## src/mdws_pkg.sv

```systemverilog
`default_nettype none

package mdws_pkg;

  localparam int unsigned DirW      = 8;
  localparam int unsigned SpeedCfgW = 8;
  localparam int unsigned SqW       = 2 * DirW;
  localparam int unsigned MagSqW    = SqW + 1;
  localparam int unsigned WheelW    = 10;
  localparam int unsigned RotNum    = 11796;
  localparam int unsigned RotFracW  = 16;
  localparam int unsigned FifoDepth = 4;
  localparam int unsigned FifoPtrW  = $clog2(FifoDepth);
  localparam int unsigned FifoCntW  = $clog2(FifoDepth + 1);

  typedef logic [DirW-1:0] dir_t;
  typedef logic signed [WheelW-1:0] wheel_t;

  typedef struct packed {
    logic              zero;
    logic [MagSqW-1:0] mag_sq;
    logic [SqW-1:0]    x_sq;
    logic [SqW-1:0]    y_sq;
  } item_t;

  typedef struct packed {
    logic push;
    logic pop;
  } fifo_ctrl_t;

  typedef struct packed {
    logic full;
    logic empty;
  } fifo_stat_t;

endpackage

`default_nettype wire

```

## src/mdws_fifo.sv

```systemverilog
`default_nettype none

module mdws_fifo import mdws_pkg::*; (
  input  logic       clk_i,
  input  logic       rst_ni,
  input  fifo_ctrl_t ctrl_i,
  input  item_t      wdata_i,
  output item_t      rdata_o,
  output fifo_stat_t stat_o
);

  item_t               mem_q [FifoDepth];
  logic [FifoPtrW-1:0] wptr_q, wptr_d;
  logic [FifoPtrW-1:0] rptr_q, rptr_d;
  logic [FifoCntW-1:0] count_q, count_d;
  logic                do_push;
  logic                do_pop;

  assign stat_o.full  = (count_q == FifoCntW'(FifoDepth));
  assign stat_o.empty = (count_q == '0);
  assign do_push      = ctrl_i.push && !stat_o.full;
  assign do_pop       = ctrl_i.pop && !stat_o.empty;
  assign rdata_o      = mem_q[rptr_q];

  always_comb begin
    wptr_d  = do_push ? wptr_q + 1'b1 : wptr_q;
    rptr_d  = do_pop ? rptr_q + 1'b1 : rptr_q;
    count_d = count_q;
    if (do_push && !do_pop) begin
      count_d = count_q + 1'b1;
    end else if (do_pop && !do_push) begin
      count_d = count_q - 1'b1;
    end
  end

  always_ff @(posedge clk_i or negedge rst_ni) begin
    if (!rst_ni) begin
      wptr_q  <= '0;
      rptr_q  <= '0;
      count_q <= '0;
    end else begin
      wptr_q  <= wptr_d;
      rptr_q  <= rptr_d;
      count_q <= count_d;
    end
  end

  always_ff @(posedge clk_i) begin
    if (do_push) begin
      mem_q[wptr_q] <= wdata_i;
    end
  end

endmodule

`default_nettype wire

```

## config.mk

```make
export PLATFORM = sky130hd
export DESIGN_NAME = mdws_fifo
export DESIGN_NICKNAME = d
export VERILOG_FILES = /design/src/mdws_pkg.sv /design/src/mdws_fifo.sv
export SDC_FILE = /design/constraint.sdc
export NUM_CORES = 1
export LEC_CHECK = 0
export ABC_AREA = 1
export BUFFER_PORTS_ARGS = -buffer_cell sky130_fd_sc_hd__buf_2
export CAP_MARGIN = 20
export CORE_ASPECT_RATIO = 0.7
export CORE_MARGIN = 2
export CORE_UTILIZATION = 45
export DETAILED_ROUTE_END_ITERATION = 6
export HOLD_SLACK_MARGIN = 0.08
export PLACE_DENSITY = 0.67
export SLEW_MARGIN = 10
export SYNTH_ARGS = -nofsm -noshare
export SYNTH_HDL_FRONTEND = slang
export SYNTH_SLANG_ARGS = --single-unit
```

## constraint.sdc

```tcl
create_clock -name clk_i -period 3.9 [get_ports clk_i]
set_clock_uncertainty 0.15 [all_clocks]
set_input_delay 0.195 -clock clk_i [delete_from_list [all_inputs] [get_ports clk_i]]
set_output_delay 0.195 -clock clk_i [all_outputs]
set_load 0.005 [all_outputs]
```

==> run metrics <==
status finished, final reports clean; Die Span Y between 100 and 150 um; Area after DPL about 9400 um^2; Setup Viol. Count Final 0; Logic pwr share 0.346; GR Overflow Total 0; Syn Std Cell Area about 9000 um^2; Hold Buf Count CTS 54; synth warn 0; CP bufs+invs 3; CTS tree built; slowest cell delay on critical path between 0.5 and 0.6 ns; via count roughly 5,200; final worst path period share 0.724; sequential share of the synthesized area 0.707; Final Hold Vio Count 0; Int Power between 4 and 5 mW; power density over cell area about 700 nW/um^2; core box area about 19,000 um^2; slowest cell on the critical path buf_4; post-layout util 0.558; WP data arrival ~2.5 ns; max-cap violations 0; H-tree levels 1; predominant post-synthesis flop cell edfxtp_1; met1 WL between 8000 and 9000 um; share of Yosys cell area claimed by the top area cell type 0.687; DRT iter0 DRCs roughly 400; commonest non-fill, non-tap cells in the layout edfxtp_1 (200), nand2_1 (168), inv_1 (113), buf_2 (105), o211ai_2 (59); peak supply drop between 0.3 and 0.4 mV; largest area contributor in the netlist edfxtp_1; Top Family by Delay on Critical Path buffers and inverters; RSZ-0062 raised after global routing no; Final nets about 870; syn_area_per_cell between 10 and 15 um^2; Yosys reg bits roughly 210; clk_lat worst skew a little under 0.5 ns; R2R Path Start count_q[0]; Seq pwr share 0.414; Initial Utilization 0.461; r2r setup slk 1.38 ns; Tightest Pin Transition approximately 1.0 ns; HP Class primary input to flop; sw frac 0.349; postcts setup bufs 0; FP Rows between 40 and 50; Final Cell Area ~11,000 um^2; Hold Path Sink mem_q[2][35]; worst reg2reg path depth 5; Synth area leaders edfxtp_1 (69%), o211ai_2 (8.4%), nand2_1 (7.2%), inv_1 (4.9%), o211ai_1 (3.5%); 1st-pass router iterations 4; antenna violations before repair 3; CP dominant cell by count nand2_1; CP Max Fanout between 70 and 80; reg-to-reg endpoint mem_q[0][2]; Syn Nets 705; Post-DRT Antenna Nets 0; Placed Cells between 900 and 1,000; WL met2 around 7600 um; Sink Count 207; number of CTS-inserted buffers 21; WL final ~17,000 um; DR vias/cell ~4.8; top routing layer in use met5; Die Span X 171 um; largest net degree at the start of global routing around 80; Synth async-reset ratio 0.0338; gr usage total 0.170; Worst slew margin 0.312; Finished Layout Cells about 1,100; PortBufs around 110; crit path kind flop to output pin; # IOs 106; most common cell after layout, fill and taps aside edfxtp_1; share of cells above drive strength 1 0.259; Tmin final about 2.8 ns; P_sw between 2 and 3 mW; routed length on met3 slightly above 1000 um; cells along the critical path inv_6 -> buf_4 -> nand2_1 -> o211ai_2 -> nand2_1 -> buf_2; hpwl dp between 10,000 and 15,000 um; setup_tns 0 ns; number of synthesized flops with an enable pin 200; Die Area slightly above 20,000 um^2; cts repair resizes 0; crit end category output pin; post-synth cell types 18; f_max between 300 and 400 MHz; RD Place Congestion 0.827; CTS root buf clkbuf_16; Syn Inst Count 645; Worst setup SP type flop; CTS Buffer Depth 3; fin. max-slew vios 0; Area growth, synth to finish 20.9%; worst endpoint required time ~3.6 ns; first-pass GRT wire length between 20,000 and 30,000 um; vias in the first global route just over 5,000; Hold Path Stages 2; Leakage approximately 4.4 nW; DRC viols 0; WL/cell ~16 um; Clk pin slew, worst setup/hold paths approximately 0.06 ns; clock share of power 0.240; hold path startpoint wdata_i[35]
==> how the worst max path moves through the flow <==
stage | from | end | slack, ns | cells after the start
after CTS | rptr_q[0] | rdata_o[2] | 1.08 | 6
after floorplan | count_q[0] | mem_q[0][0] | 0.48 | 4
after global routing | rptr_q[0] | rdata_o[2] | 0.92 | 6
after detailed placement | count_q[0] | mem_q[0][10] | 1.29 | 5
final | rptr_q[0] | rdata_o[1] | 1.08 | 6
after global placement | count_q[0] | mem_q[0][10] | 1.39 | 5
==> routing by layer <==
metal  track usage  vias up
met5             0        -
met4        0.0417        2
met3        0.0396       30
met2         0.266      129
met1         0.242     2446
li1              -     2552
==> power groups by stage <==
stage	clock [mW]	sequential [mW]	combinational, mW
after floorplan	0	3.10	1.81
after CTS	1.82	3.06	2.61
after detailed placement	0	3.11	2.56
final	1.77	3.06	2.56
after global placement	0	3.09	2.48
after global routing	1.91	3.10	2.87
==> cell type report <==
type                            instances  area [um^2]
Antenna cell                            2         5.00
Inverter                              117          444
Timing Repair Buffer                  171         1160
Clock buffer                           23          533
Fill cell                            1546         8390
Sequential cell                       207         6180
Clock inverter                         13         66.3
Tap cell                              264          330
Multi-Input combinational cell        288         1860
==> cells by family (layout without fill, tap and decap cells) <==
group | after synthesis | after routing | synth area share
adders and majority gates | 6 | 6 | 0.00944
DFF | 207 | 207 | 0.707
xor gates and xnor gates | 1 | 1 | 0.00100
AOI/OAI and AO/OA | 101 | 101 | 0.120
buffers and inverters | 150 | 324 | 0.0840
other | 0 | 2 | 0
and+or+nand+nor | 180 | 180 | 0.0786
==> registers in the layout (all words and copies together) (netlist names) <==
register	count
rptr_q	2
count_q	3
mem_q	200
wptr_q	2
==> through the flow <==
step                      power (mW)  setup WS, ns  hold slack, ns
after floorplan                 4.92         0.476          -0.251
after global placement          5.57          1.39          -0.119
after detailed placement        5.67          1.29          -0.110
after CTS                       7.49          1.08           0.291
after global routing            7.88         0.916           0.307
final                           7.40          1.08           0.307
==> synthesized netlist by cell type, drive strengths merged (4+ instances only) <==
cell and number:
nand3 7, nor2 4, dfrtp 7, clkbuf 5, inv 117, nand2 168
o211ai 100, ha 5, buf 28, edfxtp 200
Note: power is estimated with default switching activity, not from simulation.
