[src/mdws_pkg.sv]
`default_nettype none

package mdws_pkg;

  localparam int unsigned DirW      = 8;
  localparam int unsigned SpeedCfgW = 8;
  localparam int unsigned SqW       = 2 * DirW;
  localparam int unsigned MagSqW    = SqW + 1;
  localparam int unsigned WheelW    = 10;
  localparam int unsigned RotNum    = 11796;
  localparam int unsigned RotFracW  = 16;
  localparam int unsigned FifoDepth = 4;
  localparam int unsigned FifoPtrW  = $clog2(FifoDepth);
  localparam int unsigned FifoCntW  = $clog2(FifoDepth + 1);

  typedef logic [DirW-1:0] dir_t;
  typedef logic signed [WheelW-1:0] wheel_t;

  typedef struct packed {
    logic              zero;
    logic [MagSqW-1:0] mag_sq;
    logic [SqW-1:0]    x_sq;
    logic [SqW-1:0]    y_sq;
  } item_t;

  typedef struct packed {
    logic push;
    logic pop;
  } fifo_ctrl_t;

  typedef struct packed {
    logic full;
    logic empty;
  } fifo_stat_t;

endpackage

`default_nettype wire

[src/mdws_if.sv]
`default_nettype none

interface mdws_dir_if import mdws_pkg::*; ();
  logic valid;
  logic ready;
  dir_t direction_x;
  dir_t direction_y;

  modport source (output valid, output direction_x, output direction_y, input ready);
  modport sink (input valid, input direction_x, input direction_y, output ready);
endinterface


`default_nettype wire

[src/mdws_front.sv]
`default_nettype none

module mdws_front import mdws_pkg::*; (
  mdws_dir_if.sink   dir_i,
  input  fifo_stat_t fifo_stat_i,
  output logic       push_o,
  output item_t      item_o
);

  logic [SqW-1:0] x_sq;
  logic [SqW-1:0] y_sq;

  assign x_sq = SqW'(dir_i.direction_x) * SqW'(dir_i.direction_x);
  assign y_sq = SqW'(dir_i.direction_y) * SqW'(dir_i.direction_y);

  assign dir_i.ready = !fifo_stat_i.full;
  assign push_o      = dir_i.valid && !fifo_stat_i.full;

  always_comb begin
    item_o.x_sq   = x_sq;
    item_o.y_sq   = y_sq;
    item_o.mag_sq = MagSqW'(x_sq) + MagSqW'(y_sq);
    item_o.zero   = (dir_i.direction_x == '0) && (dir_i.direction_y == '0);
  end

endmodule

`default_nettype wire

[src/flat_wrapper.sv]
// flat-port wrapper written by rule: the top's interface ports become plain ports
module mdws_front_flat import mdws_pkg::*;
  (fifo_stat_i, push_o, item_o, dir_i_valid, dir_i_direction_x, dir_i_direction_y, dir_i_ready);
  mdws_dir_if dir_i_i ();
  input  fifo_stat_t fifo_stat_i;
  output logic push_o;
  output item_t item_o;
  input wire logic [$bits(dir_i_i.valid)-1:0] dir_i_valid;
  input wire logic [$bits(dir_i_i.direction_x)-1:0] dir_i_direction_x;
  input wire logic [$bits(dir_i_i.direction_y)-1:0] dir_i_direction_y;
  output wire logic [$bits(dir_i_i.ready)-1:0] dir_i_ready;
  assign dir_i_i.valid = dir_i_valid;
  assign dir_i_i.direction_x = dir_i_direction_x;
  assign dir_i_i.direction_y = dir_i_direction_y;
  assign dir_i_ready = dir_i_i.ready;
  mdws_front u_core (.dir_i(dir_i_i), .fifo_stat_i(fifo_stat_i), .push_o(push_o), .item_o(item_o));
endmodule
[config.mk]
export PLATFORM = sky130hd
export DESIGN_NAME = mdws_front_flat
export DESIGN_NICKNAME = d
export VERILOG_FILES = /design/src/mdws_pkg.sv /design/src/mdws_if.sv /design/src/mdws_front.sv /design/src/flat_wrapper.sv
export SDC_FILE = /design/constraint.sdc
export NUM_CORES = 1
export LEC_CHECK = 0
export BUFFER_PORTS_ARGS = -buffer_cell sky130_fd_sc_hd__buf_2
export CORE_MARGIN = 2
export CORE_UTILIZATION = 55
export DETAILED_ROUTE_END_ITERATION = 7
export GPL_TIMING_DRIVEN = 0
export PLACE_DENSITY = 0.87
export SETUP_SLACK_MARGIN = 0.4
export SYNTH_ARGS = -nofsm -noshare
export SYNTH_HDL_FRONTEND = slang
export SYNTH_SLANG_ARGS = --single-unit
[constraint.sdc]
create_clock -name vclk -period 18
set_clock_uncertainty 0.1 [all_clocks]
set_input_delay 5.4 -clock vclk [all_inputs]
set_output_delay 5.4 -clock vclk [all_outputs]
set_load 0.005 [all_outputs]
==> impl_metrics.toml, run 1 <==
[run_status]
outcome = "complete, no violations"

[routing]
dr.pass1.iters = 4
vias = 3681
post_drt_via_cell_ratio = 5.49
finalWirelength_um = 9180
wl_per_cell_um = 13.7
drtIter0Drc = 95
drc = 0
ant_nets = 0

[critical_path]
cp.buffers_inverters = 5
crit_path_max_fanout = 10
crit_type = "in -> out"
critPathLaunchType = "input pin"
critPathTopFamily = "adder cells"
arrival_ps = 11090
worst_path_largest_cell_delay_ps = 540
crit_chain = "buf_2, clkbuf_1, and2_1, ha_1, a31o_2, fa_1, inv_1, fa_1, fa_1, inv_1, ha_1, or2_2, a31oi_1, or2_1, xnor2_1, ha_1, nand3_1, o31ai_1, o41ai_2, o311ai_1, buf_2"
slowest_stage = "fa_1"
worstPathRequired_ps = 12500
crit_path_end_kind = "output port"

[finish]
final_common_cell = "inv_1"
final_area_sq_um = 4590
seq_cells = 0
regArea_sq_um = 0
stdcell_count = 671
area_growth_syn_to_layout_pct = 11.0
final_net_count = 717
antenna-diode-count = 0
layout_common_cells = "inv_1, ha_1, buf_2, fa_1, and2_1"
layout-drive-gt1-share_pct = 14.9
n_clock_buffer = 0
fill_cells = 654

[grt]
grt_antenna_before_repair = 0
grt_start_max_net_pins = 13
track_usage_pct = 23.1
grt_pass1_vias = 3828
grt_pass1_wl_um = 16400
grt-ovfl-total = 0

[sta]
final.setup.worst_slack_ps = 1410
slew_headroom_pct = 57.4
finalHoldWorstSlack_ps = 10930
min_period_ps = 16590
max_freq_mhz = 60.3
slew_viol_final = 0
fin_setup_tns_ps = 0
rsz0062_at_grt = "no"
max_slew.worst_pin.slew_ps = 634
hold_viol = 0
min_period_over_period_pct = 92.2
setup-violations-final = 0

[power_and_ir_drop]
internal-power_uw = 427
vdd.ir_drop.worst_mv = 0.285
switchingPower_uw = 538
pwr-share-seq_pct = 0
p_comb_share_pct = 100.0
switching_share_pct = 55.7
p_leak_uw = 0.00241
power_frac_clock_pct = 0
powerDensity_nw_per_um2 = 211

[synthesis]
synth_cells = 506
syn_avg_cell_area_sq_um = 8.17
ys_warn_count = 0
netlist-cell-type-count = 52
syn_area_sq_um = 4130
seq_area_frac_synth_pct = 0

[place]
place_area_sq_um = 4590
numPortBuffers = 65
placed_cells = 671
dp_slack_ps = 1450
gp_congestion = 0.868
post-dp-hpwl_um = 8100

[floorplanning]
pin_count = 71
coreArea_sq_um = 7250
design.die.area_sq_um = 8220
row_count = 31
die_w_um = 90.7
die_h_um = 90.7
start_util_pct = 57.0

[flow_run]
max_cap_violations = 0

[clock_network]
ctsResizeCount = 0
cts_setup_buffers = 0
hold_buffers = 0

[min_path]
hold_class = "in -> out"
-- per-layer routing --
layer / vias up / routed length (um) / GRT usage (%) / share of wire (%)
met3: 20 / 352 / 1.00 / 3.8
met5: - / 0 / 0 / 0
li1: 1807 / - / - / -
met2: 93 / 4550 / 42.4 / 50
met1: 1761 / 4010 / 29.6 / 44
met4: 0 / 268 / 6.28 / 2.9
-- synth_stat cells, drive strengths merged, types with 2 or more instances --
cell type / count / area share (%)
xor2: 10 / 2.1
clkbuf: 8 / 0.73
nand2b: 4 / 0.61
nand2: 25 / 2.3
a2111oi: 4 / 1.3
nand3: 4 / 0.48
a21o: 7 / 1.3
o211ai: 3 / 0.79
nor3: 15 / 1.8
nor2b: 10 / 1.5
or2: 5 / 0.76
fa: 49 / 24
or3: 4 / 0.61
and2: 40 / 6.1
a211oi: 8 / 1.7
o21a: 9 / 1.6
buf: 6 / 0.94
nor2: 23 / 2.1
a31oi: 3 / 0.45
o21bai: 4 / 0.73
o311ai: 3 / 0.82
xnor2: 31 / 6.6
mux2i: 2 / 0.48
a31o: 3 / 0.64
o31ai: 2 / 0.70
o21ai: 13 / 1.6
nor4: 9 / 1.4
a21oi: 21 / 2.6
and3: 5 / 0.76
ha: 75 / 23
inv: 94 / 8.5
-- final cells by class --
type,count,area [sq um],area share [%]
multi-input combinational,399,3710,81.0
timing repair buffer,65,325,7.09
buffer,14,68.8,1.50
tap,99,124,2.70
inverter,94,353,7.69
-- cells by family (layout without fill, tap and decap cells) --
kind of cell | count (synthesis) | count (layout) | synth area share (%)
simple gates | 146 | 146 | 18.8
other cells | 1 | 2 | 0.0907
fa+ha+maj | 124 | 124 | 46.4
compound gates | 84 | 84 | 15.3
xor+xnor | 41 | 41 | 8.69
buf+inv | 108 | 173 | 10.2
mux | 2 | 2 | 0.484
-- through the flow --
step / total power, uW / utilization (%)
2_1_floorplan: 644 / -
3_3_place_gp: 914 / 63.2
3_5_place_dp: 953 / 63.2
4_1_cts: 960 / 63.2
5_1_grt: 1070 / 63.2
6_report: 965 / 63.2
-- worst paths after layout --
path,startpoint,endpoint,cells past startpoint
worst min-delay path,fifo_stat_i[1],dir_i_ready,3
worst max-delay path,dir_i_direction_x[1],item_o[47],21
-- power by group through the flow --
stage	clock [uW]	sequential [uW]	combinational, uW
after floorplan	0	0	644
after global placement	0	0	914
after detailed placement	0	0	953
after CTS	0	0	960
after global routing	0	0	1070
final	0	0	965
Note: power is estimated with default switching activity, not from simulation.
==> run 2: changes to the inputs <==
--- a/config.mk
+++ b/config.mk
@@ -6,10 +6,10 @@
 export NUM_CORES = 1
 export LEC_CHECK = 0
 export BUFFER_PORTS_ARGS = -buffer_cell sky130_fd_sc_hd__buf_2
-export CORE_MARGIN = 2
 export CORE_UTILIZATION = 55
 export DETAILED_ROUTE_END_ITERATION = 7
 export GPL_TIMING_DRIVEN = 0
+export MAX_ROUTING_LAYER = met4
 export PLACE_DENSITY = 0.87
 export SETUP_SLACK_MARGIN = 0.4
 export SYNTH_ARGS = -nofsm -noshare
==> run 2 against run 1 <==
Net effect: first-iteration DRC count increased by 21%; non-clock buffer count unchanged; cell count unchanged; global-route usage increased by 0.61 points; fmax increased by 0.12%; total power decreased by 1.3%; count of clock-buffer cells in the layout unchanged; critical path depth increased by 5; worst setup slack improved by 20 ps; die area decreased by 4.4%; critical endpoint unchanged; largest power group unchanged.
==> impl_metrics.toml, run 2 (same netlist as run 1, synthesis figures left out) <==
[sta]
min_period_over_period_pct = 92.1
slew_viol_final = 0
fin_setup_tns_ps = 0
hold_viol = 0
setup-violations-final = 0
final.setup.worst_slack_ps = 1430
rsz0062_at_grt = "no"
max_freq_mhz = 60.3
min_period_ps = 16570
slew_headroom_pct = 55.8
max_slew.worst_pin.slew_ps = 657

[floorplanning]
die_h_um = 88.7
pin_count = 71
row_count = 31
start_util_pct = 57.0
design.die.area_sq_um = 7870
die_w_um = 88.7
coreArea_sq_um = 7250

[critical_path]
crit_type = "in -> out"
crit_path_max_fanout = 10
critPathLaunchType = "input pin"
arrival_ps = 11070
worstPathRequired_ps = 12500
crit_path_end_kind = "output port"
cp-startpoint = "dir_i_direction_x[1]"

[finish]
final_net_count = 717
final_common_cell = "inv_1"
seq_cells = 0
layout_common_cells = "inv_1, ha_1, buf_2, fa_1, and2_1"
area_growth_syn_to_layout_pct = 11.0
n_clock_buffer = 0
regArea_sq_um = 0
final_area_sq_um = 4590
antenna-diode-count = 0
layout-drive-gt1-share_pct = 14.9

[grt]
grt-ovfl-total = 0
track_usage_pct = 23.7
grt_start_max_net_pins = 13
grt_antenna_before_repair = 0
grt_pass1_vias = 3381
grt_pass1_wl_um = 14600

[min_path]
holdPathEnd = "dir_i_ready"
hold_class = "in -> out"
whs_path_depth = 3
holdCritStartpoint = "fifo_stat_i[1]"

[flow_run]
max_cap_violations = 0

[run_status]
outcome = "complete, no violations"

[routing]
wl_per_cell_um = 13.1
ant_nets = 0
vias = 3625
finalWirelength_um = 8770
drtIter0Drc = 115
dr.pass1.iters = 4
drc = 0
post_drt_via_cell_ratio = 5.40

[power_and_ir_drop]
powerDensity_nw_per_um2 = 208
p_leak_uw = 0.00241
power_uw = 953
vdd.ir_drop.worst_mv = 0.218

[clock_network]
ctsResizeCount = 0
cts_setup_buffers = 0
hold_buffers = 0

[place]
post-dp-hpwl_um = 7690
dp_slack_ps = 1490
gp_congestion = 0.859
place_area_sq_um = 4590
numPortBuffers = 65
==> run 2: cell counts in the layout (fill, tap and decap cells not counted) <==
No cell type changed its count.
==> run 2: per-stage QoR <==
| step | hold WS (ps) | util [%] | std cells |
|---|---|---|---|
| floorplan | 10730 | - | 507 |
| global placement | 10920 | 63.2 | 671 |
| detailed placement | 10930 | 63.2 | 671 |
| CTS | 10930 | 63.2 | 671 |
| global route | 10970 | 63.2 | 671 |
| finish | 10930 | 63.2 | 671 |
==> run 2: layer usage <==
| metal | share of wire (%) | GRT usage (%) | vias to the layer above | wire (um) |
|---|---|---|---|---|
| met5 | 0 | - | - | 0 |
| met4 | 0.94 | 2.64 | 0 | 82 |
| met3 | 3.7 | 0.933 | 4 | 325 |
| met2 | 50 | 41.7 | 76 | 4370 |
| met1 | 46 | 31.4 | 1736 | 4000 |
| li1 | - | - | 1809 | - |
==> run 2: cell type report <==
cell class | count | area [sq um]
fillers | 660 | 2670
repair buffers | 65 | 325
inverters | 94 | 353
well taps | 99 | 124
multi-input cells | 399 | 3710
plain buffers | 14 | 68.8
==> run 2: worst max path at each step <==
stage                       to  slack [ps]  cells past startpoint
finish              item_o[47]        1430                     26
global route        item_o[47]        1130                     26
detailed placement  item_o[47]        1490                     26
floorplan           item_o[47]        2260                     24
CTS                 item_o[47]        1470                     26
global placement    item_o[47]        1710                     26
==> run 2: report_power, final <==
group,switching [uW],leakage [uW],internal [uW]
combinational,527,0.00241,427
sequential,0,0,0
clock,0,0,0
total,527,0.00241,427
==> run 2: worst max-delay path, stage by stage <==
cell	delay [ps]
buf_2	110
clkbuf_1	310
and2_1	240
ha_1	290
a31o_2	270
fa_1	500
inv_1	60
fa_1	500
fa_1	550
inv_1	50
ha_1	320
or2_2	320
a21oi_1	260
a211oi_1	110
o21a_1	200
o21ai_1	200
nand2_1	80
o211ai_1	150
ha_1	300
inv_1	140
nor3_1	70
a31oi_1	150
o21ai_0	120
a21oi_1	140
o311ai_1	100
buf_2	150
==> run 3: changes to the inputs <==
--- a/config.mk
+++ b/config.mk
@@ -6,11 +6,13 @@
 export NUM_CORES = 1
 export LEC_CHECK = 0
 export BUFFER_PORTS_ARGS = -buffer_cell sky130_fd_sc_hd__buf_2
-export CORE_UTILIZATION = 55
+export CORE_ASPECT_RATIO = 1.1
+export CORE_UTILIZATION = 50
 export DETAILED_ROUTE_END_ITERATION = 7
 export GPL_TIMING_DRIVEN = 0
 export MAX_ROUTING_LAYER = met4
-export PLACE_DENSITY = 0.87
+export PLACE_DENSITY = 0.81
+export RECOVER_POWER = 50
 export SETUP_SLACK_MARGIN = 0.4
 export SYNTH_ARGS = -nofsm -noshare
 export SYNTH_HDL_FRONTEND = slang
==> run 3 against run 2 <==
Net effect: die area grew 9.8%; worst setup slack improved by 130 ps; core utilization fell by 5.7 points; first-iteration DRC count down 3.5%; critical endpoint is now item_o[48]; cell area down 0.25%; global-route usage down 1.3 points; combinational power about the same; wire length increased by 3.9%; largest cell class unchanged; via count grew 1.1%.
==> impl_metrics.toml, run 3 (same netlist as run 1, synthesis figures left out) <==
[grt]
track_usage_pct = 22.4
grt_antenna_before_repair = 0
grt-ovfl-total = 0
grt_pass1_vias = 3635
grt_start_max_net_pins = 13
grt_pass1_wl_um = 15500

[power_and_ir_drop]
switching_share_pct = 55.7
power_frac_clock_pct = 0
powerDensity_nw_per_um2 = 208
vdd.ir_drop.worst_mv = 0.237
internal-power_uw = 422
p_comb_share_pct = 100.0
pwr-share-seq_pct = 0
switchingPower_uw = 531
p_leak_uw = 0.00236

[critical_path]
crit_path_max_fanout = 12
worst_path_largest_cell_delay_ps = 540
critPathLaunchType = "input pin"
critPathTopFamily = "adder cells"
cp.buffers_inverters = 4
crit_path_end_kind = "output port"
crit_chain = "clkbuf_1, and2_1, ha_1, a31o_2, fa_1, inv_1, fa_1, fa_1, inv_1, ha_1, o21ai_0, a21oi_1, nor2_1, xnor2_1, ha_1, a2111oi_0, or3_1, o21a_1, o31ai_4, a21oi_1, o21bai_1, buf_2"
crit_type = "in -> out"
worstPathRequired_ps = 12500
slowest_stage = "fa_1"
arrival_ps = 10940

[finish]
layout-drive-gt1-share_pct = 11.7
fill_cells = 749
regArea_sq_um = 0
final_common_cell = "inv_1"
multi_input_area_sq_um = 3710
final_net_count = 717
final_area_sq_um = 4570
antenna-diode-count = 0
n_clock_buffer = 0
area_growth_syn_to_layout_pct = 10.7
layout_common_cells = "inv_1, ha_1, fa_1, buf_2, and2_1"
seq_cells = 0

[routing]
finalWirelength_um = 9110
vias = 3664
drtIter0Drc = 111
drc = 0
ant_nets = 0
post_drt_via_cell_ratio = 5.39
dr.pass1.iters = 4
wl_per_cell_um = 13.4

[place]
numPortBuffers = 65
gp_congestion = 0.841
place_area_sq_um = 4600
post-dp-hpwl_um = 7900

[run_status]
outcome = "complete, no violations"

[sta]
rsz0062_at_grt = "no"
fin_setup_tns_ps = 0
setup-violations-final = 0
hold_viol = 0
max_freq_mhz = 60.8
min_period_ps = 16440
max_slew.worst_pin.slew_ps = 581
min_period_over_period_pct = 91.4
slew_headroom_pct = 60.9
slew_viol_final = 0

[clock_network]
cts_setup_buffers = 0
ctsResizeCount = 0
hold_buffers = 0

[floorplanning]
die_w_um = 88.7
design.die.area_sq_um = 8630
row_count = 34
start_util_pct = 52.0
coreArea_sq_um = 7960
die_h_um = 97.4
pin_count = 71

[flow_run]
max_cap_violations = 0

[min_path]
hold_class = "in -> out"
run 3: final cells by class:
class                      instances  area share, %
timing repair buffer              65           6.62
tap                              108           2.95
inverter                          94           7.71
buffer                            14           1.50
multi-input combinational        399           81.2
run 3: routing by layer:
metal	GRT usage [%]	up-vias	routed length, um
met2	39.1	73	4610
met4	3.23	0	90
met5	-	-	0
met3	0.340	12	269
li1	-	1809	-
met1	29.6	1770	4140
run 3: per-stage QoR:
step / util [%] / setup slack (ps) / hold WS [ps] / total power (uW) / instances
floorplan: - / 2260 / 10730 / 644 / 507
global placement: 57.8 / 1680 / 10920 / 912 / 680
detailed placement: 57.8 / 1590 / 10930 / 944 / 680
CTS: 57.8 / 1550 / 10930 / 951 / 680
global route: 57.5 / 1160 / 10940 / 1060 / 680
finish: 57.5 / 1560 / 10910 / 953 / 680
run 3: worst paths after layout:
check / slack (ps) / cells after the start / from / end
worst max-delay path: 1560 / 22 / dir_i_direction_y[0] / item_o[48]
worst min-delay path: 10910 / 3 / fifo_stat_i[1] / dir_i_ready
run 3: power by group through the flow:
stage	combinational, uW	clock, uW	sequential [uW]
2_1_floorplan	644	0	0
3_3_place_gp	912	0	0
3_5_place_dp	944	0	0
4_1_cts	951	0	0
5_1_grt	1060	0	0
6_report	953	0	0
